### config.mk
export PLATFORM = sky130hd
export DESIGN_NAME = periodic_task_tick_scheduler_flat
export DESIGN_NICKNAME = d
export VERILOG_FILES = /design/src/rtl/ptts_pkg.sv /design/src/rtl/ptts_intf.sv /design/src/rtl/ptts_ctrl.sv /design/src/rtl/ptts_datapath.sv /design/src/rtl/periodic_task_tick_scheduler.sv /design/src/flat_wrapper.sv
export SDC_FILE = /design/constraint.sdc
export NUM_CORES = 1
export LEC_CHECK = 0
export ABC_AREA = 1
export BUFFER_PORTS_ARGS = -buffer_cell sky130_fd_sc_hd__buf_2
export CELL_PAD_IN_SITES_DETAIL_PLACEMENT = 1
export CELL_PAD_IN_SITES_GLOBAL_PLACEMENT = 2
export CORE_ASPECT_RATIO = 0.5
export CORE_MARGIN = 1.5
export CORE_UTILIZATION = 42
export DETAILED_ROUTE_END_ITERATION = 10
export GPL_TIMING_DRIVEN = 0
export PLACE_DENSITY = 0.77
export REMOVE_ABC_BUFFERS = 1
export SLEW_MARGIN = 20
export SYNTH_ARGS = -nofsm -noshare
export SYNTH_HDL_FRONTEND = slang
export SYNTH_HIERARCHICAL = 1
export SYNTH_SLANG_ARGS = --single-unit
export TNS_END_PERCENT = 50
### constraint.sdc
create_clock -name clk_i -period 7.59 [get_ports clk_i]
set_input_delay 0.759 -clock clk_i [delete_from_list [all_inputs] [get_ports clk_i]]
set_output_delay 0.759 -clock clk_i [all_outputs]
set_load 0.01 [all_outputs]
### src/rtl/ptts_pkg.sv
`timescale 1ns / 1ps
package ptts_pkg;

  localparam int unsigned TASK_SLOTS_DEF = 8;
  localparam int unsigned TASK_W         = 6;
  localparam int unsigned TIME_W         = 32;

  typedef enum logic [2:0] {
    CMD_CREATE  = 3'd0,
    CMD_SUSPEND = 3'd1,
    CMD_RESUME  = 3'd2,
    CMD_DELETE  = 3'd3,
    CMD_TICK    = 3'd4
  } cmd_e;

  typedef enum logic [1:0] {
    RC_OK       = 2'd0,
    RC_OCCUPIED = 2'd1,
    RC_RANGE    = 2'd2,
    RC_NOTASK   = 2'd3
  } rc_e;

  typedef enum logic [1:0] {
    SLOT_EMPTY     = 2'd0,
    SLOT_RUNNING   = 2'd1,
    SLOT_SUSPENDED = 2'd2
  } slot_e;

  // controller -> datapath
  typedef struct packed {
    logic capture;    // take the input word, restart the scan
    logic exec_cmd;   // apply a slot command and load its answer
    logic eval_step;  // settle the scanned slot and move on
    logic finish;     // load the closing tick result
  } ctl_t;

  // datapath -> controller
  typedef struct packed {
    logic is_tick;
    logic slot_running;
    logic slot_fire;
    logic pend_valid;
    logic out_free;
    logic scan_last;
  } stat_t;

endpackage

### src/rtl/ptts_intf.sv
`timescale 1ns / 1ps
interface ptts_req_if;
  logic        valid;
  logic        ready;
  logic [2:0]  command;
  logic [7:0]  task_index;
  logic [31:0] period;
  logic [31:0] first_delay;

  modport source(output valid, command, task_index, period, first_delay, input ready);
  modport sink(input valid, command, task_index, period, first_delay, output ready);
endinterface

interface ptts_rsp_if;
  logic       valid;
  logic       ready;
  logic [1:0] status;
  logic       fire_valid;
  logic [5:0] fired_task;
  logic       last;

  modport source(output valid, status, fire_valid, fired_task, last, input ready);
  modport sink(input valid, status, fire_valid, fired_task, last, output ready);
endinterface

### src/rtl/ptts_ctrl.sv
`timescale 1ns / 1ps
module ptts_ctrl
  import ptts_pkg::*;
(
  input  logic  clk_i,
  input  logic  rst_ni,
  input  logic  in_valid_i,
  output logic  in_ready_o,
  input  stat_t stat_i,
  output ctl_t  ctl_o
);

  typedef enum logic [4:0] {
    S_IDLE = 5'b00001,
    S_CMD  = 5'b00010,
    S_RD   = 5'b00100,
    S_EV   = 5'b01000,
    S_FIN  = 5'b10000
  } state_e;

  state_e state_q, state_d;
  logic   stall;

  // a fire with an older fire pending pushes that one out: needs a free output
  assign stall = stat_i.slot_running && stat_i.slot_fire && stat_i.pend_valid &&
                 !stat_i.out_free;

  assign in_ready_o = (state_q == S_IDLE);

  always_comb begin
    state_d = state_q;
    ctl_o   = '0;
    case (state_q)
      S_IDLE: begin
        if (in_valid_i) begin
          ctl_o.capture = 1'b1;
          state_d       = S_CMD;
        end
      end
      S_CMD: begin
        if (stat_i.is_tick) begin
          state_d = S_RD;
        end else if (stat_i.out_free) begin
          ctl_o.exec_cmd = 1'b1;
          state_d        = S_IDLE;
        end
      end
      S_RD: begin
        state_d = S_EV;
      end
      S_EV: begin
        if (!stall) begin
          ctl_o.eval_step = 1'b1;
          if (stat_i.scan_last) begin
            state_d = S_FIN;
          end
        end
      end
      S_FIN: begin
        if (stat_i.out_free) begin
          ctl_o.finish = 1'b1;
          state_d      = S_IDLE;
        end
      end
      default: begin
        state_d = S_IDLE;
      end
    endcase
  end

  always_ff @(posedge clk_i or negedge rst_ni) begin
    if (!rst_ni) begin
      state_q <= S_IDLE;
    end else begin
      state_q <= state_d;
    end
  end

endmodule

### src/rtl/ptts_datapath.sv
`timescale 1ns / 1ps
module ptts_datapath
  import ptts_pkg::*;
#(
  parameter int unsigned TASK_SLOTS = TASK_SLOTS_DEF
) (
  input  logic              clk_i,
  input  logic              rst_ni,
  input  ctl_t              ctl_i,
  output stat_t             stat_o,
  input  logic [2:0]        command_i,
  input  logic [7:0]        task_index_i,
  input  logic [TIME_W-1:0] period_i,
  input  logic [TIME_W-1:0] first_delay_i,
  output logic              out_valid_o,
  input  logic              out_ready_i,
  output logic [1:0]        status_o,
  output logic              fire_valid_o,
  output logic [TASK_W-1:0] fired_task_o,
  output logic              last_o
);

  localparam int unsigned IDX_W = (TASK_SLOTS > 1) ? $clog2(TASK_SLOTS) : 1;
  localparam logic [IDX_W-1:0] LAST_IDX = IDX_W'(TASK_SLOTS - 1);

  // latched input word
  logic [2:0]        cmd_q;
  logic [7:0]        index_q;
  logic [TIME_W-1:0] period_q, delay_q;

  // slot states, period and countdown memories
  slot_e             slot_q [TASK_SLOTS];
  logic [TIME_W-1:0] per_mem [TASK_SLOTS];
  logic [TIME_W-1:0] cd_mem  [TASK_SLOTS];
  logic [TIME_W-1:0] per_rd_q, cd_rd_q;

  // scan state
  logic [IDX_W-1:0]  idx_q, idx_d;
  logic              pend_valid_q, pend_valid_d;
  logic [IDX_W-1:0]  pend_idx_q, pend_idx_d;

  // output register
  logic              out_valid_q;
  logic [1:0]        status_q, status_d;
  logic              fire_q, fire_d;
  logic [TASK_W-1:0] task_q, task_d;
  logic              last_q, last_d;
  logic              out_load;

  logic              in_range;
  logic [IDX_W-1:0]  slot_sel;
  slot_e             cur_slot;
  slot_e             new_slot;
  logic              slot_we;
  rc_e               rc;
  logic              scan_run, scan_fire, scan_last;
  logic              per_we, cd_we;
  logic [TIME_W-1:0] per_wdata, cd_wdata;
  logic [IDX_W-1:0]  wr_addr, rd_addr;

  assign in_range  = (index_q < 8'(TASK_SLOTS));
  assign slot_sel  = index_q[IDX_W-1:0];
  assign cur_slot  = slot_q[slot_sel];
  assign scan_run  = (slot_q[idx_q] == SLOT_RUNNING);
  assign scan_fire = (cd_rd_q == '0) || (cd_rd_q > per_rd_q);
  assign scan_last = (idx_q == LAST_IDX);

  assign stat_o.is_tick      = (cmd_q == CMD_TICK);
  assign stat_o.slot_running = scan_run;
  assign stat_o.slot_fire    = scan_fire;
  assign stat_o.pend_valid   = pend_valid_q;
  assign stat_o.out_free     = !out_valid_q || out_ready_i;
  assign stat_o.scan_last    = scan_last;

  // slot commands
  always_comb begin
    rc        = RC_OK;
    new_slot  = cur_slot;
    slot_we   = 1'b0;
    per_we    = 1'b0;
    per_wdata = period_q;
    if (ctl_i.exec_cmd && (cmd_q <= CMD_DELETE) && !in_range) begin
      rc = RC_RANGE;
    end else if (ctl_i.exec_cmd) begin
      case (cmd_q)
        CMD_CREATE: begin
          if (cur_slot == SLOT_EMPTY) begin
            new_slot = SLOT_RUNNING;
            slot_we  = 1'b1;
            per_we   = 1'b1;
          end else begin
            rc = RC_OCCUPIED;
          end
        end
        CMD_SUSPEND: begin
          if (cur_slot == SLOT_RUNNING) begin
            new_slot = SLOT_SUSPENDED;
            slot_we  = 1'b1;
          end else begin
            rc = RC_NOTASK;
          end
        end
        CMD_RESUME: begin
          if (cur_slot == SLOT_SUSPENDED) begin
            new_slot = SLOT_RUNNING;
            slot_we  = 1'b1;
          end else begin
            rc = RC_NOTASK;
          end
        end
        CMD_DELETE: begin
          if (cur_slot != SLOT_EMPTY) begin
            new_slot  = SLOT_EMPTY;
            slot_we   = 1'b1;
            per_we    = 1'b1;
            per_wdata = '0;
          end else begin
            rc = RC_NOTASK;
          end
        end
        default: begin
          rc = RC_OK;
        end
      endcase
    end
  end

  // countdown write: create loads the first delay, the scan reloads or counts down
  always_comb begin
    cd_we    = 1'b0;
    cd_wdata = delay_q;
    if (ctl_i.exec_cmd && slot_we && (cmd_q == CMD_CREATE)) begin
      cd_we = 1'b1;
    end else if (ctl_i.eval_step && scan_run) begin
      cd_we    = 1'b1;
      cd_wdata = scan_fire ? per_rd_q : (cd_rd_q - 1'b1);
    end
  end

  assign wr_addr = ctl_i.exec_cmd ? slot_sel : idx_q;
  // read one slot ahead while the current one settles
  assign rd_addr = (ctl_i.eval_step && !scan_last) ? (idx_q + 1'b1) : idx_q;

  // scan progress and result staging
  always_comb begin
    idx_d        = idx_q;
    pend_valid_d = pend_valid_q;
    pend_idx_d   = pend_idx_q;
    out_load     = 1'b0;
    status_d     = status_q;
    fire_d       = fire_q;
    task_d       = task_q;
    last_d       = last_q;
    if (ctl_i.capture) begin
      idx_d        = '0;
      pend_valid_d = 1'b0;
    end
    if (ctl_i.exec_cmd) begin
      out_load = 1'b1;
      status_d = rc;
      fire_d   = 1'b0;
      task_d   = '0;
      last_d   = 1'b1;
    end
    if (ctl_i.eval_step) begin
      if (!scan_last) begin
        idx_d = idx_q + 1'b1;
      end
      if (scan_run && scan_fire) begin
        // hold the newest fire back until the next one shows whether it is last
        if (pend_valid_q) begin
          out_load = 1'b1;
          status_d = RC_OK;
          fire_d   = 1'b1;
          task_d   = TASK_W'(pend_idx_q);
          last_d   = 1'b0;
        end
        pend_valid_d = 1'b1;
        pend_idx_d   = idx_q;
      end
    end
    if (ctl_i.finish) begin
      out_load = 1'b1;
      status_d = RC_OK;
      fire_d   = pend_valid_q;
      task_d   = pend_valid_q ? TASK_W'(pend_idx_q) : '0;
      last_d   = 1'b1;
    end
  end

  always_ff @(posedge clk_i) begin
    if (ctl_i.capture) begin
      cmd_q    <= command_i;
      index_q  <= task_index_i;
      period_q <= period_i;
      delay_q  <= first_delay_i;
    end
    if (per_we) begin
      per_mem[wr_addr] <= per_wdata;
    end
    if (cd_we) begin
      cd_mem[wr_addr] <= cd_wdata;
    end
    per_rd_q   <= per_mem[rd_addr];
    cd_rd_q    <= cd_mem[rd_addr];
    pend_idx_q <= pend_idx_d;
    status_q   <= status_d;
    fire_q     <= fire_d;
    task_q     <= task_d;
    last_q     <= last_d;
  end

  always_ff @(posedge clk_i or negedge rst_ni) begin
    if (!rst_ni) begin
      for (int i = 0; i < TASK_SLOTS; i++) begin
        slot_q[i] <= SLOT_EMPTY;
      end
      idx_q        <= '0;
      pend_valid_q <= 1'b0;
      out_valid_q  <= 1'b0;
    end else begin
      if (slot_we) begin
        slot_q[slot_sel] <= new_slot;
      end
      idx_q        <= idx_d;
      pend_valid_q <= pend_valid_d;
      if (out_load) begin
        out_valid_q <= 1'b1;
      end else if (out_ready_i) begin
        out_valid_q <= 1'b0;
      end
    end
  end

  assign out_valid_o  = out_valid_q;
  assign status_o     = status_q;
  assign fire_valid_o = fire_q;
  assign fired_task_o = task_q;
  assign last_o       = last_q;

endmodule

### src/rtl/periodic_task_tick_scheduler.sv
`timescale 1ns / 1ps
// Time-triggered task scheduler with TASK_SLOTS slots, one per priority index.
// Send a word on req_i: create (0), suspend (1), resume (2), delete (3) or
// tick (4). Each slot command answers with one word carrying its status code
// (ok, occupied, out of range, no such task) and last set. A tick walks the
// slots in index order: a running slot whose countdown is zero or above its
// period fires and reloads with the period, any other running slot counts
// down. Each fire gives one word with fire_valid and fired_task, in ascending
// order, last set on the final one; a tick that fires nothing gives a single
// word with fire_valid low. Words are taken one at a time. A slot command
// steps through accept and execute, execute waiting for a free output. A
// tick steps through accept, decode of the command, priming of the read, the
// scan and the closing word, which waits for a free output. The scan settles
// one slot per cycle through the single read port of the period and countdown
// memories, unless a fire must push out a held fire while the output is full.
// A fire is held back by one fire so its last flag is known, and a new word is
// accepted while the final result still waits in the output register.
module periodic_task_tick_scheduler
  import ptts_pkg::*;
#(
  parameter int unsigned TASK_SLOTS = TASK_SLOTS_DEF
) (
  input  logic clk_i,
  input  logic rst_ni,
  ptts_req_if.sink   req_i,
  ptts_rsp_if.source rsp_o
);

  ctl_t  ctl;
  stat_t stat;

  // sequencer: accept, execute or scan, close
  ptts_ctrl u_ctrl (
    .clk_i      (clk_i),
    .rst_ni     (rst_ni),
    .in_valid_i (req_i.valid),
    .in_ready_o (req_i.ready),
    .stat_i     (stat),
    .ctl_o      (ctl)
  );

  // slot table, memories and output register
  ptts_datapath #(
    .TASK_SLOTS (TASK_SLOTS)
  ) u_datapath (
    .clk_i         (clk_i),
    .rst_ni        (rst_ni),
    .ctl_i         (ctl),
    .stat_o        (stat),
    .command_i     (req_i.command),
    .task_index_i  (req_i.task_index),
    .period_i      (req_i.period),
    .first_delay_i (req_i.first_delay),
    .out_valid_o   (rsp_o.valid),
    .out_ready_i   (rsp_o.ready),
    .status_o      (rsp_o.status),
    .fire_valid_o  (rsp_o.fire_valid),
    .fired_task_o  (rsp_o.fired_task),
    .last_o        (rsp_o.last)
  );

endmodule

### src/flat_wrapper.sv
// flat-port wrapper written by rule: the top's interface ports become plain ports
module periodic_task_tick_scheduler_flat import ptts_pkg::*;
#(
  parameter int unsigned TASK_SLOTS = TASK_SLOTS_DEF
)
  (clk_i, rst_ni, req_i_valid, req_i_command, req_i_task_index, req_i_period, req_i_first_delay, req_i_ready, rsp_o_valid, rsp_o_status, rsp_o_fire_valid, rsp_o_fired_task, rsp_o_last, rsp_o_ready);
  ptts_req_if req_i_i ();
  ptts_rsp_if rsp_o_i ();
  input  logic clk_i;
  input  logic rst_ni;
  input wire logic [$bits(req_i_i.valid)-1:0] req_i_valid;
  input wire logic [$bits(req_i_i.command)-1:0] req_i_command;
  input wire logic [$bits(req_i_i.task_index)-1:0] req_i_task_index;
  input wire logic [$bits(req_i_i.period)-1:0] req_i_period;
  input wire logic [$bits(req_i_i.first_delay)-1:0] req_i_first_delay;
  output wire logic [$bits(req_i_i.ready)-1:0] req_i_ready;
  output wire logic [$bits(rsp_o_i.valid)-1:0] rsp_o_valid;
  output wire logic [$bits(rsp_o_i.status)-1:0] rsp_o_status;
  output wire logic [$bits(rsp_o_i.fire_valid)-1:0] rsp_o_fire_valid;
  output wire logic [$bits(rsp_o_i.fired_task)-1:0] rsp_o_fired_task;
  output wire logic [$bits(rsp_o_i.last)-1:0] rsp_o_last;
  input wire logic [$bits(rsp_o_i.ready)-1:0] rsp_o_ready;
  assign req_i_i.valid = req_i_valid;
  assign req_i_i.command = req_i_command;
  assign req_i_i.task_index = req_i_task_index;
  assign req_i_i.period = req_i_period;
  assign req_i_i.first_delay = req_i_first_delay;
  assign req_i_ready = req_i_i.ready;
  assign rsp_o_valid = rsp_o_i.valid;
  assign rsp_o_status = rsp_o_i.status;
  assign rsp_o_fire_valid = rsp_o_i.fire_valid;
  assign rsp_o_fired_task = rsp_o_i.fired_task;
  assign rsp_o_last = rsp_o_i.last;
  assign rsp_o_i.ready = rsp_o_ready;
  periodic_task_tick_scheduler #(.TASK_SLOTS(TASK_SLOTS)) u_core (.clk_i(clk_i), .rst_ni(rst_ni), .req_i(req_i_i), .rsp_o(rsp_o_i));
endmodule
### Yosys cells after proc, flatten, opt, wreduce, memory -nomap -nowiden

Memories as Yosys holds them, arrays and structs flattened. A register that Yosys moved wholly into a read port is not among the register bits.
Cells that the tools add are included.

| operators by class | value |
|---|---|
| add/sub/neg operators | 2 |
| order comparisons | 6 |
| equal/unequal tests | 16 |
| mux-type cells | 93 |
| bitwise logic cells | 2 |
| reduce and logical (&&, ||, !) cells | 23 |

Operators with widths:

| operator | count |
|---|---|
| two-way mux 32 bit | 7 |
| two-way mux 1 bit | 42 |
| two-way mux 2 bit | 19 |
| > comparator 32 bit | 1 |
| zero test 32 bit | 1 |
| subtractor 32 x 1 -> 32 bit, second input constant | 1 |
| two-way mux 6 bit | 5 |
| two-way mux 5 bit | 5 |
| case mux 5 bit (5 select lines) | 1 |
| two-way mux 3 bit | 6 |
| bitwise mux 16 bit | 1 |
| case mux 2 bit (4 select lines) | 2 |
| binary-select mux 2 bit (select 3 bit) | 2 |
| logical AND 1 bit | 10 |
| greater-or-equal comparator 4 bit, second input constant | 2 |
| < comparator 8 x 4 -> 1 bit, second input constant | 1 |
| inverter 3 -> 4 bit | 2 |
| demux 2 bit (select 3 bit) | 1 |
| equality test 3 x 2 -> 1 bit, second input constant | 2 |
| equality test 3 bit, second input constant | 2 |
| inequality test 2 bit, second input constant | 3 |
| equality test 5 x 1 -> 1 bit, second input constant | 1 |
| equality test 5 x 2 -> 1 bit, second input constant | 1 |
| equality test 5 x 3 -> 1 bit, second input constant | 1 |
| other kinds (17) | 23 |

| storage, ports and cells | value |
|---|---|
| bits in registers | 114 |
| RAM bits | 512 |
| input port bits | 79 |
| output and inout bits | 12 |
| logic and storage cells | 165 |
| memories | 2 |

Memory list:

| name | depth | bits a word | rd ports | clocked after Yosys merged registers in | write ports | line | RTL |
|---|---|---|---|---|---|---|---|
| u_core.u_datapath.cd_mem | 8 | 32 | 1 | 1 | 1 | ptts_datapath.sv:34 | `logic [TIME_W-1:0] cd_mem [TASK_SLOTS];` |
| u_core.u_datapath.per_mem | 8 | 32 | 1 | 1 | 1 | ptts_datapath.sv:33 | `logic [TIME_W-1:0] per_mem [TASK_SLOTS];` |

### Depth between registers and ports, before layout

Gate-level depths: netlist (run 1).

| depth | value |
|---|---|
| depth in word-level cells | 15 |
| depth in mapped cells | 31 |
| depth with buffers taken out | 27 |

### Cells and area by module

The synthesis (run 1) kept the hierarchy.

By module, submodules not included:

| module | instances | cells an instance | area an instance (um^2) |
|---|---|---|---|
| ptts_datapath | 1 | 2449 | 27864.2 |
| ptts_ctrl | 1 | 50 | 349.1 |

### Worst setup path before layout (run 1)

No wires, ideal clock.

| timing path | value |
|---|---|
| path type | input port to flip-flop |
| start point | in req_i_valid |
| end point | reg u_core.u_datapath.pend_valid_q |
| library setup time | 0.384 ns |
| arrival | 6.461 ns |
| setup slack | 0.745 ns |
| stages on the path | 3 |
| path buffers | 0 |
| path through | inv_1 -> nor3_1 -> o21ai_0 |

RTL lines:

| element | line | RTL |
|---|---|---|
| from (decl) | flat_wrapper.sv:11 | `input wire logic [$bits(req_i_i.valid)-1:0] req_i_valid;` |
| to (signal assigned) | ptts_datapath.sv:226 | `pend_valid_q <= pend_valid_d;` |
| to (decl) | ptts_datapath.sv:39 | `logic pend_valid_q, pend_valid_d;` |

==> results of run 1 <==
## critical path, delay by kind of cell, from the launching register on
family / cells / cell delay (ns)
simple gates: 11 / 1.32
fa+ha+maj: 1 / 0.32
buf+inv: 7 / 1.48
compound gates: 6 / 1.37
flops: 1 / 0.45
## worst paths after layout
kind	from	end
max in group asynchronous	rst_ni	u_core/u_datapath/slot_q[14]
max	u_core/u_datapath/per_rd_q[19]	u_core/u_datapath/per_rd_q[23]
min in group clk_i	req_i_period[28]	u_core/u_datapath/period_q[28]
max reg2reg	u_core/u_datapath/per_rd_q[19]	u_core/u_datapath/per_rd_q[23]
min reg2reg	u_core/u_datapath/fired_task_o[3]	u_core/u_datapath/fired_task_o[3]
min	rst_ni	u_core/u_ctrl/state_q[4]
## cells in the mapped netlist (all sizes together)
cell type,n
dfrtp,25
a21o,2
xor2,9
o211ai,2
dfstp,1
o22ai,66
xnor2,14
nor4,3
ha,36
o21ai,329
buf,51
nor2,590
nand2,314
a31oi,65
and2,2
clkbuf,72
nor4b,1
dfxtp,74
nand3,47
edfxtp,590
clkinv,1
o311ai,4
o21a,1
or2,3
inv,154
nand3b,1
nor3,16
nand4,7
a21oi,19
## power breakdown
part           internal, mW  leakage (nW)  switching, mW
logic                 0.242          4.60          0.616
clock network          1.85         0.995           1.39
registers              4.39          6.24         0.0979
total                  6.49          11.8           2.11
## cell families after synthesis
| group | after synthesis | share of synthesized area, % |
|---|---|---|
| DFF | 690 | 70.4 |
| xor gates and xnor gates | 23 | 0.714 |
| adders and majority gates | 36 | 1.60 |
| buffers and inverters | 278 | 4.03 |
| and+or+nand+nor | 984 | 14.0 |
| AOI/OAI and AO/OA | 488 | 9.34 |
## registers in the layout, summed over array words and instances (netlist names), 3 cells and up
name,count
u_core/u_datapath/period_q,32
u_core/u_ctrl/state_q,5
u_core/u_datapath/cd_mem,256
u_core/u_datapath/cmd_q,3
u_core/u_datapath/per_rd_q,32
u_core/u_datapath/idx_q,3
u_core/u_datapath/delay_q,32
u_core/u_datapath/per_mem,256
u_core/u_datapath/pend_idx_q,3
u_core/u_datapath/index_q,8
u_core/u_datapath/slot_q,16
u_core/u_datapath/cd_rd_q,32
u_core/u_datapath/fired_task_o,6
## metrics by stage
stage          setup TNS, ns  hold slack (ns)  utilization [%]  power [mW]  cells
2_1_floorplan        -272.85            0.463                -        5.07   2376
3_3_place_gp        -1389.49            0.432             44.4        5.39   3350
3_5_place_dp               0            0.442             46.7        5.44   3405
4_1_cts                    0            0.163             49.8        8.68   3519
5_1_grt                    0            0.191             49.8        8.92   3519
6_report                   0            0.155             49.8        8.60   3519
## metal layers
layer	up-vias	global-route usage, %
li1	8833	-
met1	9526	31.1
met2	307	36.4
met3	89	3.15
met4	0	3.97
met5	-	0
## area by class of cell
type | instances | area share (%)
sequential | 690 | 60.6
tap | 884 | 3.38
inverter | 155 | 1.83
multi-input combinational | 1531 | 22.6
clock inverter | 38 | 1.38
timing repair buffer | 145 | 5.30
clock buffer | 76 | 4.95
==> reports/metrics.csv, run 1 <==
stage,metric,value,unit
cts,post_cts_buffers,0,
synth,syn_area,28200,um^2
synth,post_synth_num_cell_types,43,
pwr,p_leak,11.8,nW
sta,hold_violations,0,
floorplanning,core,65700,um^2
cells_and_area,multi_input_area,7400,um^2
critical_path,crit_fanout,73,
route,drc,0,
cells_and_area,finish.instance_area,32800,um^2
synth,netlist_top_cells_area,"edfxtp_1 (63%), nor2_1 (7.6%), o21ai_0 (5.5%), dfxtp_1 (5.3%), nand2_1 (4.1%)",
grt,grt_pass1_wl,114000,um
floorplanning,pin_count,91,
synth,ys_seq_area_share,70.4,%
critical_path,crit_required,8.03,ns
min_path,hold_path_class,in2async,
pwr,ir_worst_vdd,187,uV
grt,antenna_found_initial,1,
route,wl_met1,35800,um
cells_and_area,diodes,0,
cells_and_area,drive_gt1_share,11.3,%
floorplanning,rows,66,
synth,synth_seq_cells,690,
route,vias_per_cell,5.33,
cells_and_area,syn_to_final_growth,16.1,%
cts,cts-root-buf,clkbuf_16,
route,top_layer,met4,
cts,h-tree-depth,2,
cts,tritoncts,yes,
cts,cts_resized,0,
sta,relSlewSlack,24.7,%
sta,period_minus_slack,5.19,ns
critical_path,endpoint_kind,flop,
floorplanning,initial_core_util,42.9,%
placed_design,place.gp.congestion,0.777,
sta,tightest_slew,1.13,ns
synth,yosysTopAreaCell,edfxtp_1,
synth,synth.avg_cell_area,11.3,um^2
critical_path,cp_slowest_cell,dfxtp_1,
placed_design,detailed_place.area,30700,um^2
grt,grt_pass1_vias,19200,
critical_path,crit_arrival,5.63,ns
cts,clk_latency,0.62,ns
floorplanning,dieArea,68800,um^2
critical_path,slowest_delay,0.45,ns
route,wl_per_cell,21.3,um
sta,fmax,193,MHz
cells_and_area,register_area,19900,um^2
synth,postSynthCellCount,2499,
grt,grt_max_degree,121,
synth,yosys_warnings,6,
floorplanning,dieHeight,186,um
cells_and_area,n_fill_cell,6867,
sta,skew,0.0205,ns
cts,clkSinkCount,690,
floorplanning,fp.dieW,370,um
synth,synth_top_area_share,62.8,%
route,routed-wl-met2,35000,um
status,outcome,completed,
sta,rsz0062_at_grt,false,
job,max_cap_viol_count,0,
sta,finalSetupViolCount,0,
route,ant_nets,0,
placed_design,dpl.hpwl,48300,um
sta,finalCritPeriodShare,68.4,%
pwr,powerDensity,262,nW/um^2
critical_path,reg2regPathDepth,25,
sta,slew_viol_final,0,
route,dr_total_vias,18800,
grt,grtUsageTotal,21.9,%
cells_and_area,final_cell_mix,"edfxtp_1 (590), nor2_1 (556), o21ai_0 (309)",
critical_path,reg2reg_slack,2.40,ns
route,first_iter_violations,1119,
cts,cts_made_buffers,60,
placed_design,io_buffers,90,
route,first_pass_iters,5,
cts,cts.reportedPaths.clkPinSlew,0.07,ns
grt,grt.overflow.total,0,
cells_and_area,final_common_cell,edfxtp_1,
placed_design,dpl_worst_slack,2.47,ns
critical_path,crit_top_cell,nand2_1,
cells_and_area,nets,2698,
route,dr_wl_met3,3020,um
cts,cts_hold_buf,0,
sta,worst_slack,2.40,ns
route,routed_wl,74900,um
critical_path,path_class,reg2reg,
critical_path,cp-start-kind,flop,
cts,clockBufferDepth,3,
Power figures use the tool's default switching activity.
==> run 2, diff against run 1 <==
Clock period 7.59 ns to 4.8 ns, I/O delays scaled along.
==> run 2 against run 1 <==
Global-route usage rose by 0.45 points. Fmax rose by 16%. Register-to-register slack got worse by 2.1 ns. First-iteration DRC count rose by 22%. Routed wire length rose by 6.7%. Clock skew barely moved. Sequential power rose by 58%. Largest cell class unchanged. Largest power group unchanged.
==> reports/metrics.csv, run 2 (synthesized netlist as in run 1, its figures left out) <==
stage,metric,value,unit,change
pwr,p_leak,12.1,nW,was 11.8 nW
pwr,powerDensity,409,nW/um^2,was 262 nW/um^2
cells_and_area,final_common_cell,edfxtp_1,,unchanged
critical_path,slowest_delay,0.49,ns,was 0.45 ns
min_path,hold_start,req_i_period[10],,
sta,relSlewSlack,27.0,%,was 24.7%
placed_design,dpl.hpwl,48300,um,unchanged
cells_and_area,nets,2736,,was 2698
critical_path,crit_required,5.13,ns,was 8.03 ns
critical_path,reg2regPathDepth,18,,was 25
cells_and_area,register_area,19900,um^2,about the same
cells_and_area,finish.instance_area,33400,um^2,was 32800 um^2
grt,grt_max_degree,86,,was 121
route,first_pass_iters,6,,was 5
cts,h-tree-depth,2,,unchanged
critical_path,r2r-end,u_core/u_datapath/cd_mem[4][28],,was u_core/u_datapath/per_rd_q[23]
cts,cts_made_buffers,60,,unchanged
sta,period_minus_slack,4.46,ns,was 5.19 ns
route,ant_nets,0,,unchanged
floorplanning,rows,66,,unchanged
floorplanning,dieHeight,186,um,unchanged
route,drc,0,,unchanged
critical_path,worst-path-buf-inv,4,,was 7
floorplanning,fp.dieW,370,um,unchanged
min_path,hold_path_class,in2reg,,was in2async
cells_and_area,final_cell_mix,"edfxtp_1 (590), nor2_1 (556), o21ai_0 (309)",,unchanged
route,wl_per_cell,22.5,um,was 21.3 um
grt,antenna_found_initial,2,,was 1
job,max_cap_viol_count,0,,unchanged
cells_and_area,syn_to_final_growth,18.5,%,was 16.1%
floorplanning,core,65700,um^2,unchanged
sta,skew,0.0202,ns,was 0.0205 ns
grt,grt_pass1_vias,19400,,was 19200
cells_and_area,n_fill_cell,6833,,was 6867
status,outcome,completed,,unchanged
sta,tightest_slew,1.08,ns,was 1.13 ns
critical_path,crit_fanout,32,,was 73
critical_path,cp_slowest_cell,nor2_1,,was dfxtp_1
critical_path,endpoint_kind,flop,,unchanged
cts,cts.reportedPaths.clkPinSlew,0.07,ns,about the same
sta,rsz0062_at_grt,false,,unchanged
placed_design,io_buffers,90,,unchanged
critical_path,r2r_start,u_core/u_datapath/per_rd_q[31],,was u_core/u_datapath/per_rd_q[19]
critical_path,crit_arrival,4.79,ns,was 5.63 ns
route,dr_total_vias,19000,,was 18800
cts,clk_latency,0.62,ns,about the same
critical_path,cp-start-kind,flop,,unchanged
sta,fmax,224,MHz,was 193 MHz
min_path,min_delay_path_depth,1,,
cells_and_area,drive_gt1_share,12.4,%,was 11.3%
min_path,worstHoldEndpoint,u_core/u_datapath/period_q[10],,
floorplanning,pin_count,91,,unchanged
floorplanning,initial_core_util,42.9,%,unchanged
cts,clkSinkCount,690,,unchanged
cts,clockBufferDepth,3,,unchanged
route,routed_wl,79900,um,was 74900 um
cts,cts-root-buf,clkbuf_16,,unchanged
critical_path,worstPathCellList,"inv_1, ha_1, nand2_1, nor2_1, nand2_1, nor2_1, nand4_1, nand2_1, nand2_8, buf_16, nand4_1, and2_1, nand2_1, inv_2, nand2_4, inv_6, nor2_1, nor2_1",,
route,first_iter_violations,1367,,was 1119
floorplanning,dieArea,68800,um^2,unchanged
critical_path,critPathTopFamily,simple AND/OR/NAND/NOR gates,,was buffers and inverters
grt,grtUsageTotal,22.4,%,was 21.9%
placed_design,place.gp.congestion,0.777,,unchanged
route,vias_per_cell,5.36,,was 5.33
sta,slew_viol_final,0,,unchanged
sta,finalSetupViolCount,0,,unchanged
cells_and_area,reg_top3,"u_core/u_datapath/cd_mem (256), u_core/u_datapath/per_mem (256)",,unchanged
critical_path,reg2reg_slack,0.34,ns,was 2.40 ns
grt,grt.overflow.total,0,,unchanged
critical_path,path_class,reg2reg,,unchanged
placed_design,detailed_place.area,30700,um^2,unchanged
cells_and_area,diodes,0,,unchanged
cts,tritoncts,yes,,unchanged
sta,holdWs,0.0271,ns,was 0.155 ns
sta,finalCritPeriodShare,92.8,%,was 68.4%
cells_and_area,multi_input_area,7500,um^2,was 7400 um^2
sta,hold_violations,0,,unchanged
cells_and_area,finish.utilization,50.9,%,was 49.8%
pwr,ir_worst_vdd,300,uV,was 187 uV
placed_design,dp.cells,3405,,unchanged
grt,grt_pass1_wl,116000,um,was 114000 um
cells_and_area,instances_no_fill,3557,,was 3519
run 2: cell count changes in the layout (fill, tap and decap cells not counted), sizes merged:
cell	previous run	this run
dlygate4sd3	0	20
nand2	314	315
clkbuf	76	84
inv	156	155
clkinvlp	6	7
buf	145	154
run 2: metrics by stage:
stage	power [mW]	setup slack, ns	setup TNS [ns]
finish	13.7	0.344	0
global route	14.2	0.0132	0
CTS	13.7	0.00846	0
detailed placement	8.60	-0.319	-5.89
global placement	8.52	-21.25	-2934.97
floorplan	8.02	-7.00	-587.01
run 2: repair_timing:
item,CTS,global route
hold buffers,20,0
pin swaps,1,3
gates cloned,2,9
endpoints found under the hold margin,44,0
buffers inserted,3,4
endpoints found under the setup margin,55,188
gates resized for setup,7,23
run 2: cell type report:
cell class                 instances  area share [%]
inverter                         155            1.89
clock inverter                    38            1.35
sequential                       690            59.4
multi-input combinational       1532            22.4
timing repair buffer             182            6.77
clock buffer                      76            4.85
tap                              884            3.31
run 2: worst max path at each step:
stage | startpoint | end | cells after the start
floorplan | u_core/u_datapath/per_rd_q[31] | u_core/u_datapath/cd_rd_q[0] | 22
global placement | u_core/u_datapath/per_rd_q[21] | u_core/u_datapath/per_rd_q[23] | 20
detailed placement | u_core/u_datapath/per_rd_q[21] | u_core/u_datapath/per_rd_q[23] | 25
CTS | u_core/u_datapath/per_rd_q[21] | u_core/u_datapath/cd_rd_q[10] | 25
global route | u_core/u_datapath/per_rd_q[5] | u_core/u_datapath/cd_rd_q[10] | 27
finish | u_core/u_datapath/per_rd_q[31] | u_core/u_datapath/cd_mem[4][28] | 18
run 2: per-layer routing:
metal / routed length [um] / global-route usage [%] / up-vias / part of all wire, %
met5: 0 / 0 / - / 0
met4: 1180 / 4.10 / 0 / 1.5
met3: 3980 / 3.26 / 95 / 5.0
met2: 37100 / 37.1 / 407 / 46
met1: 37700 / 31.7 / 9622 / 47
li1: - / - / 8924 / -
run 2: worst reg2reg max path, stage by stage, from the launching register on:
cell and delay (ns):
dfxtp_1 0.47, inv_1 0.09, ha_1 0.30, nand2_1 0.07
nor2_1 0.14, nand2_1 0.10, nor2_1 0.19, nand4_1 0.12
nand2_1 0.18, nand2_8 0.15, buf_16 0.20, nand4_1 0.12
and2_1 0.21, nand2_1 0.19, inv_2 0.22, nand2_4 0.38
inv_6 0.43, nor2_1 0.12, nor2_1 0.50
run 2: where the power goes:
group | internal (mW) | leakage, nW | switching (mW)
combinational | 0.418 | 4.87 | 1.02
sequential | 6.95 | 6.24 | 0.157
clock | 2.93 | 0.995 | 2.21
